File: config.mk
export PLATFORM = sky130hd
export DESIGN_NAME = blca_alu
export DESIGN_NICKNAME = d
export VERILOG_FILES = /design/src/sv/blca_pkg.sv /design/src/sv/blca_alu.sv
export SDC_FILE = /design/constraint.sdc
export NUM_CORES = 1
export LEC_CHECK = 0
export ABC_AREA = 1
export BUFFER_PORTS_ARGS = -buffer_cell sky130_fd_sc_hd__buf_2
export CORE_ASPECT_RATIO = 1.2
export CORE_MARGIN = 4
export CORE_UTILIZATION = 50
export DETAILED_ROUTE_END_ITERATION = 7
export GPL_TIMING_DRIVEN = 0
export PLACE_DENSITY_LB_ADDON = 0.3
export SLEW_MARGIN = 20
export SYNTH_ARGS = -nofsm -noshare
export SYNTH_HDL_FRONTEND = slang
export SYNTH_SLANG_ARGS = --single-unit
File: constraint.sdc
create_clock -name vclk -period 2.33
set_input_delay 0.1165 -clock vclk [all_inputs]
set_output_delay 0.1165 -clock vclk [all_outputs]
set_load 0.01 [all_outputs]
File: src/sv/blca_pkg.sv
package blca_pkg;

    localparam int NODE_W  = 10;
    localparam int DEPTH_W = 10;
    localparam int MODE_W  = 2;
    localparam int CNT_W   = 11;
    localparam int IN_W    = 40;
    localparam int OUT_W   = 16;

    localparam logic [CNT_W-1:0] NODE_COUNT_RST = 11'd1024;

    localparam logic [MODE_W-1:0] MODE_LOAD  = 2'd0;
    localparam logic [MODE_W-1:0] MODE_BUILD = 2'd1;
    localparam logic [MODE_W-1:0] MODE_QUERY = 2'd2;

    localparam int ALU_OP_W = 2;
    localparam logic [ALU_OP_W-1:0] ALU_EQ     = 2'd0;
    localparam logic [ALU_OP_W-1:0] ALU_GE     = 2'd1;
    localparam logic [ALU_OP_W-1:0] ALU_GE_LVL = 2'd2;

endpackage

File: src/sv/blca_alu.sv
module blca_alu
    import blca_pkg::*;
#(
    parameter int  LEVELS = 10,
    localparam int LW     = (LEVELS > 1) ? $clog2(LEVELS) : 1
) (
    input  logic [ALU_OP_W-1:0] i_op,
    input  logic [NODE_W-1:0]   i_x,
    input  logic [NODE_W-1:0]   i_y,
    input  logic [LW-1:0]       i_lvl,
    output logic                o_flag
);

    // wide enough for a depth plus the largest lift step
    localparam int SW = ((LEVELS > NODE_W) ? LEVELS : NODE_W) + 1;

    logic [SW-1:0] w_sum;

    assign w_sum = SW'(i_y) + (SW'(1) << i_lvl);

    always_comb begin
        unique case (i_op)
            ALU_EQ:     o_flag = (i_x == i_y);
            ALU_GE:     o_flag = (i_x >= i_y);
            ALU_GE_LVL: o_flag = (SW'(i_x) >= w_sum);
            default:    o_flag = 1'b0;
        endcase
    end

endmodule

==> results.md, run 1 <==
* Antenna cells at 0
* Outcome: finished with violations
* # setup viols final at 1
* Fmax at 392 MHz
* Seq Cell Count at 0
* Worst Setup SP: i_lvl[3]
* Final ANT Viol Nets at 0
* WS Path Type: in -> out
* Synth Cell Area at 1100 sq um
* IO Count at 27
* Die Span X at 50.8 microns
* Hold WS at 0.578 ns
* Tcrit/Tclk final at 109%
* Placed cells at 246
* Most common cell after layout, fill and taps aside: nand2_1
* Switch share at 56.5%
* Top post-synthesis cells by area: ha_1, nand2_1, inv_1
* RSZ-0062 raised after global routing: yes
* Clkbuf count at 0
* Die height at 59.4 microns
* Pre-CTS setup slack at -0.364 ns
* Min cycle time layout at 2.55 ns
* Fin. max-slew vios at 0
* Synth warn at 0
* FF+latch area at 0 sq um
* CP Launch Type: input pin
* Most frequent cells in the layout: nand2_1, inv_1, ha_1, buf_2, nor2_1
* Overall Power at 0.230 mW
* CP required at 2.21 ns
* Final GP Congestion at 0.902
* Nets at 278
* Worst setup margin at -0.221 ns
* Synthesized instance count at 189
* Simple-Gate Fraction of Synth Area at 33.3%
* Overflow after GRT at 0
* Pwr dens at 170 nW/um^2
* Number of global-route vias before repair at 1094
* DRC Markers at 0
* # rows at 18
* Hold WC Path Type: in -> out
* Clk pwr share at 0%
* Final Hold Vio Count at 0
* Synth Area in Compound Gates at 12.3%
* Final HPWL DP at 2360 microns
* Core Util, Final at 65.4%
* Vias per std cell at 4.93
* Yosys cell types at 22
* Post-Synth XOR/XNOR Area at 5.57%
* Synthesis-to-finish area growth at 23.1%
* Syn Nets at 246
* Tot GR Track Use at 18.2%
* Slew HR at 86.7%
* Sequential power share at 0%
* Logic pwr share at 100.0%
* Drt total wl at 2660 microns
* Max VDD drop at 114 uV
* Drt first pass iters at 4
* Post-synthesis mux area share at 0%
* Average cell area after synthesis at 5.83 sq um
* Cell internal pwr at 0.100 mW
* Crit path capture: o_flag
* Pin count of the biggest net entering global routing at 6
* Starting Density at 53.1%
* PortBufs at 27
* Total core area at 2070 sq um
* Largest family of logic cells by synthesized area: adder cells
* Register area share after synthesis at 0%
* Critical path arrival at 2.43 ns
* Synth Area in Adders at 35.9%
* Top cell type's share of synthesized area at 34.1%
* Global-route wire length before repair at 4420 microns
* Leading area contributor after synthesis: ha_1
* Max_cap viols at 0
* Fraction of layout cells with a size suffix above 1 at 25.1%
* Via count at 1227
* Crit path max fanout at 4
* Number of antenna violations at the first check in global routing at 0
* Failing checks: negative setup slack
* DR iter-0 viols at 29
* Worst Tran Pin Value at 0.199 ns
* Lkg Pwr at 0.830 nW
* Switch Pwr at 0.130 mW
* Wire per inst at 10.7 microns
* Worst Setup End Kind: output pin
* Layout Cells excl Fill at 249
* Die Footprint at 3020 sq um
## logic make-up (layout without fill, tap and decap cells)
| family | count (synthesis) | in the layout |
|---|---|---|
| simple gates | 90 | 90 |
| buf+inv | 38 | 68 |
| fa+ha+maj | 31 | 31 |
| compound gates | 23 | 23 |
| xor+xnor | 7 | 7 |
## critical path, cell delays in order
cell and delay (ns):
buf_2 0.11, nor2_2 0.11, inv_2 0.07, nor2_2 0.11, ha_2 0.20, inv_2 0.05
fa_2 0.37, clkinv_4 0.08, a31oi_2 0.10, xor2_1 0.17, ha_1 0.30, a21oi_1 0.13
nor2_1 0.05, nor2_1 0.08, nand2_1 0.06, nand2_1 0.05, nand2_1 0.04, nand3_1 0.07
nand2_1 0.04, buf_2 0.13
## area by class of cell
| cell class | instances | area (sq um) |
|---|---|---|
| Tap cell | 30 | 37.5 |
| Inverter | 38 | 148 |
| Multi-Input combinational cell | 151 | 1010 |
| Fill cell | 194 | 717 |
| Timing Repair Buffer | 30 | 158 |
## timing repair
item,in CTS,in global routing
hold buffers,0,0
resized for setup,9,7
setup endpoints to repair,1,1
pin swaps,0,6
buffers inserted,0,3
## routing by layer
metal,vias to the layer above,track usage [%],wire [microns]
li1,666,-,-
met1,531,21.2,1110
met2,30,38.6,1460
met3,0,0,87
met4,0,0,0
met5,-,0,0
## Yosys cell counts (2+ instances only)
master	number
nand2_1	50
ha_1	30
inv_1	30
nor2_1	24
a21oi_1	13
nand3_1	8
inv_2	5
xor2_1	5
a21o_1	3
clkinv_1	3
nand2_2	3
o21ai_1	3
nand4_1	2
xnor2_1	2
## stage by stage
| stage | cell area (sq um) | setup TNS (ns) |
|---|---|---|
| after floorplan | 1100 | 0 |
| after global placement | 1270 | -0.285 |
| after detailed placement | 1270 | -0.364 |
| after CTS | 1300 | -0.212 |
| after global routing | 1360 | -0.416 |
| final | 1360 | -0.221 |
## worst min path at each step
stage / end / slack, ns / depth (start not counted) / startpoint
after global placement: o_flag / 0.57 / 5 / i_op[1]
after CTS: o_flag / 0.58 / 5 / i_op[1]
final: o_flag / 0.58 / 5 / i_op[1]
after global routing: o_flag / 0.62 / 5 / i_op[1]
after detailed placement: o_flag / 0.58 / 5 / i_op[1]
after floorplan: o_flag / 0.38 / 3 / i_op[1]
## power groups by stage
stage          sequential, mW  clock, mW  combinational, mW
2_1_floorplan               0          0              0.149
3_3_place_gp                0          0              0.204
3_5_place_dp                0          0              0.214
4_1_cts                     0          0              0.219
5_1_grt                     0          0              0.265
6_report                    0          0              0.230
(Power assumes the default switching activity.)
==> run 2, diff against run 1 <==
--- a/config.mk
+++ b/config.mk
@@ -5,7 +5,6 @@
 export SDC_FILE = /design/constraint.sdc
 export NUM_CORES = 1
 export LEC_CHECK = 0
-export ABC_AREA = 1
 export BUFFER_PORTS_ARGS = -buffer_cell sky130_fd_sc_hd__buf_2
 export CORE_ASPECT_RATIO = 1.2
 export CORE_MARGIN = 4
@@ -13,6 +12,7 @@
 export DETAILED_ROUTE_END_ITERATION = 7
 export GPL_TIMING_DRIVEN = 0
 export PLACE_DENSITY_LB_ADDON = 0.3
+export RECOVER_POWER = 25
 export SLEW_MARGIN = 20
 export SYNTH_ARGS = -nofsm -noshare
 export SYNTH_HDL_FRONTEND = slang
==> run 2 against run 1 <==
The run still ends with negative setup slack left. Via count decreased by 12%. First-iteration DRC count fell by 48%. Sequential share of layout area did not move. Cell count shrank 25%. Largest cell class unchanged. Largest power group unchanged.
==> results.md, run 2 <==
* FILL cells at 162 (-16%)
* # rows at 17 (-1)
* CP Launch Type: input pin
* Core Util, Final at 69.1% (+3.7 points)
* Fmax at 320 MHz (-18%)
* Worst Path Buf+Inv at 3 (-2)
* Register area share after synthesis at 0% (unchanged)
* Pwr dens at 171 nW/um^2 (+0.71%)
* Worst Tran Pin Value at 0.361 ns (+0.161 ns)
* Die Span X at 48.8 microns (-3.9%)
* Worst Setup End Kind: output pin
* Hold Path End: o_flag
* Layout Cells excl Fill at 187 (-25%)
* Most frequent cells in the layout: ha_1, buf_2, inv_1, a21oi_1, nor2_1
* Synth Area in Adders at 39.5% (+3.6 points)
* Worst setup margin at -0.798 ns (-0.577 ns)
* Clkbuf count at 0 (unchanged)
* Leading area contributor after synthesis: ha_1
* Synth warn at 0 (unchanged)
* Fin. max-slew vios at 0 (unchanged)
* Number of global-route vias before repair at 1064 (-2.7%)
* Simple-Gate Fraction of Synth Area at 23.8% (-9.5 points)
* Number of antenna violations at the first check in global routing at 0 (unchanged)
* Worst Hold Launch: i_op[1]
* Synth Area in Compound Gates at 23.5% (+11 points)
* Syn Nets at 192 (-22%)
* IO Count at 27 (unchanged)
* Worst hold path depth at 3 (-2)
* Pin count of the biggest net entering global routing at 9 (+3)
* Max_cap viols at 0 (unchanged)
* Most common cell after layout, fill and taps aside: ha_1
* Average cell area after synthesis at 7.41 sq um (+27%)
* Slowest cell on the critical path: or3_4
* Post-synthesis mux area share at 1.00% (+1.0 points)
* Crit-path cells: buf_8 -> nand2b_4 -> or3_4 -> buf_4 -> fa_2 -> nor2b_2 -> o21ai_1 -> a21oi_2 -> nor2_2 -> xor2_1 -> ha_1 -> a21oi_2 -> o21ai_1 -> o211ai_1 -> a21oi_2 -> a2bb2oi_2 -> buf_2
* Cell with the most instances after synthesis: ha_1
* Die Footprint at 2780 sq um (-7.8%)
* Total core area at 1870 sq um (-9.7%)
* Seq Cell Count at 0 (unchanged)
* Vias per std cell at 5.80 (+18%)
* Top cell type's share of synthesized area at 37.5% (+3.4 points)
* WS Path Type: in -> out
* Top post-synthesis cells by area: ha_1, a21oi_1, inv_1
* Drt total wl at 2540 microns (-4.3%)
* Setup TNS at -0.798 ns (-0.577 ns)
* Final HPWL DP at 2200 microns (-6.9%)
* RSZ-0062 raised after global routing: yes
* Tcrit/Tclk final at 134% (+25 points)
* Max VDD drop at 97.1 uV (-15%)
* Antenna cells at 0 (unchanged)
* CP required at 2.21 ns (about the same)
* Overflow after GRT at 0 (unchanged)
* Slew HR at 75.7% (-11 points)
* Crit path max fanout at 3 (-1)
* Tot GR Track Use at 18.0% (-0.26 points)
* Max incr delay on CP at 0.37 ns (about the same)
* Yosys cell types at 29 (+32%)
* Synthesized instance count at 135 (-29%)
* Synth Cell Area at 1000 sq um (-9.1%)
* # setup viols final at 1 (unchanged)
* Synth top cells by count: ha_1, a21oi_1, inv_1
* Failing checks: negative setup slack
* Die height at 57.0 microns (-4.0%)
* Nets at 227 (-18%)
* PortBufs at 27 (unchanged)
* Min cycle time layout at 3.13 ns (+0.577 ns)
* DRC Markers at 0 (unchanged)
* Outcome: finished with violations
* Critical path's most frequent cell: a21oi_2
* Post-Synth XOR/XNOR Area at 7.00% (+1.4 points)
* Largest family of logic cells by synthesized area: adder cells
* Final ANT Viol Nets at 0 (unchanged)
* Fraction of layout cells with a size suffix above 1 at 31.0% (+5.8 points)
* Drt first pass iters at 4 (unchanged)
* Synthesis-to-finish area growth at 29.1%
* Lkg Pwr at 0.627 nW (-24%)
* Overall Power at 0.221 mW (-3.9%)
* Critical path arrival at 3.01 ns (+0.58 ns)
* Crit path max-delay family: compound AO/OA/AOI/OAI gates
* Global-route wire length before repair at 4220 microns (-4.6%)
* DR iter-0 viols at 15 (-48%)
* Final GP Congestion at 0.832 (-7.8%)
* Hold WC Path Type: in -> out
* Pre-CTS setup slack at -1.03 ns (-0.670 ns)
* FF+latch area at 0 sq um (unchanged)
* Final Hold Vio Count at 0 (unchanged)
* Multi-input logic area at 1020 sq um (+1.1%)
* Via count at 1085 (-12%)
* Wire per inst at 13.6 microns (+27%)
* Placed cells at 181 (-26%)
* Starting Density at 53.5% (+0.34 points)
## run 2: cell types whose count changed after synthesis, sizes merged, moves of 4 or more
cell	change
nand2	-47
inv	-21
nor2	-13
nand2b	+6
nand3	-5
nor3	+5
o21ai	+5
nor2b	+4
## run 2: area by class of cell
type               instances  share of cell area (%)
repair buffers            33                    14.9
multi-input cells        121                    79.2
inverters                 14                    4.07
well taps                 19                    1.84
## run 2: report_power, final
part           switching, mW  internal (mW)
Clock                      0              0
Combinational          0.117          0.104
Sequential                 0              0
Total                  0.117          0.104
## run 2: worst max-delay path by stage
stage / start / to / slack, ns / cells after the start
2_1_floorplan: i_lvl[1] / o_flag / -0.41 / 14
3_3_place_gp: i_lvl[3] / o_flag / -0.96 / 17
3_5_place_dp: i_lvl[1] / o_flag / -1.03 / 16
4_1_cts: i_lvl[1] / o_flag / -0.90 / 16
5_1_grt: i_lvl[1] / o_flag / -0.97 / 16
6_report: i_lvl[1] / o_flag / -0.80 / 17
## run 2: logic make-up after synthesis
logic type / Yosys count
buf+inv: 14
xor+xnor: 8
fa+ha+maj: 31
simple gates: 46
compound gates: 35
mux: 1
## run 2: layer usage
layer  global-route usage [%]  routed length, microns  vias to the layer above
li1                         -                       -                      573
met1                     18.8                    1020                      487
met5                        0                       0                        -
met2                     38.4                    1390                       21
met3                     1.04                     100                        4
met4                     2.31                      34                        0
## run 2: stage by stage
stage	instance area (sq um)	hold WS (ns)
3_5_place_dp	1170	0.540
5_1_grt	1290	0.553
3_3_place_gp	1170	0.537
6_report	1290	0.542
2_1_floorplan	1010	0.280
4_1_cts	1260	0.542
## run 2: repair_timing
action | in CTS | in global routing
pin swaps | 9 | 9
setup buffers | 4 | 2
setup endpoints to repair | 1 | 1
cloned | 0 | 0
gates resized for setup | 14 | 6
hold buffers | 0 | 0
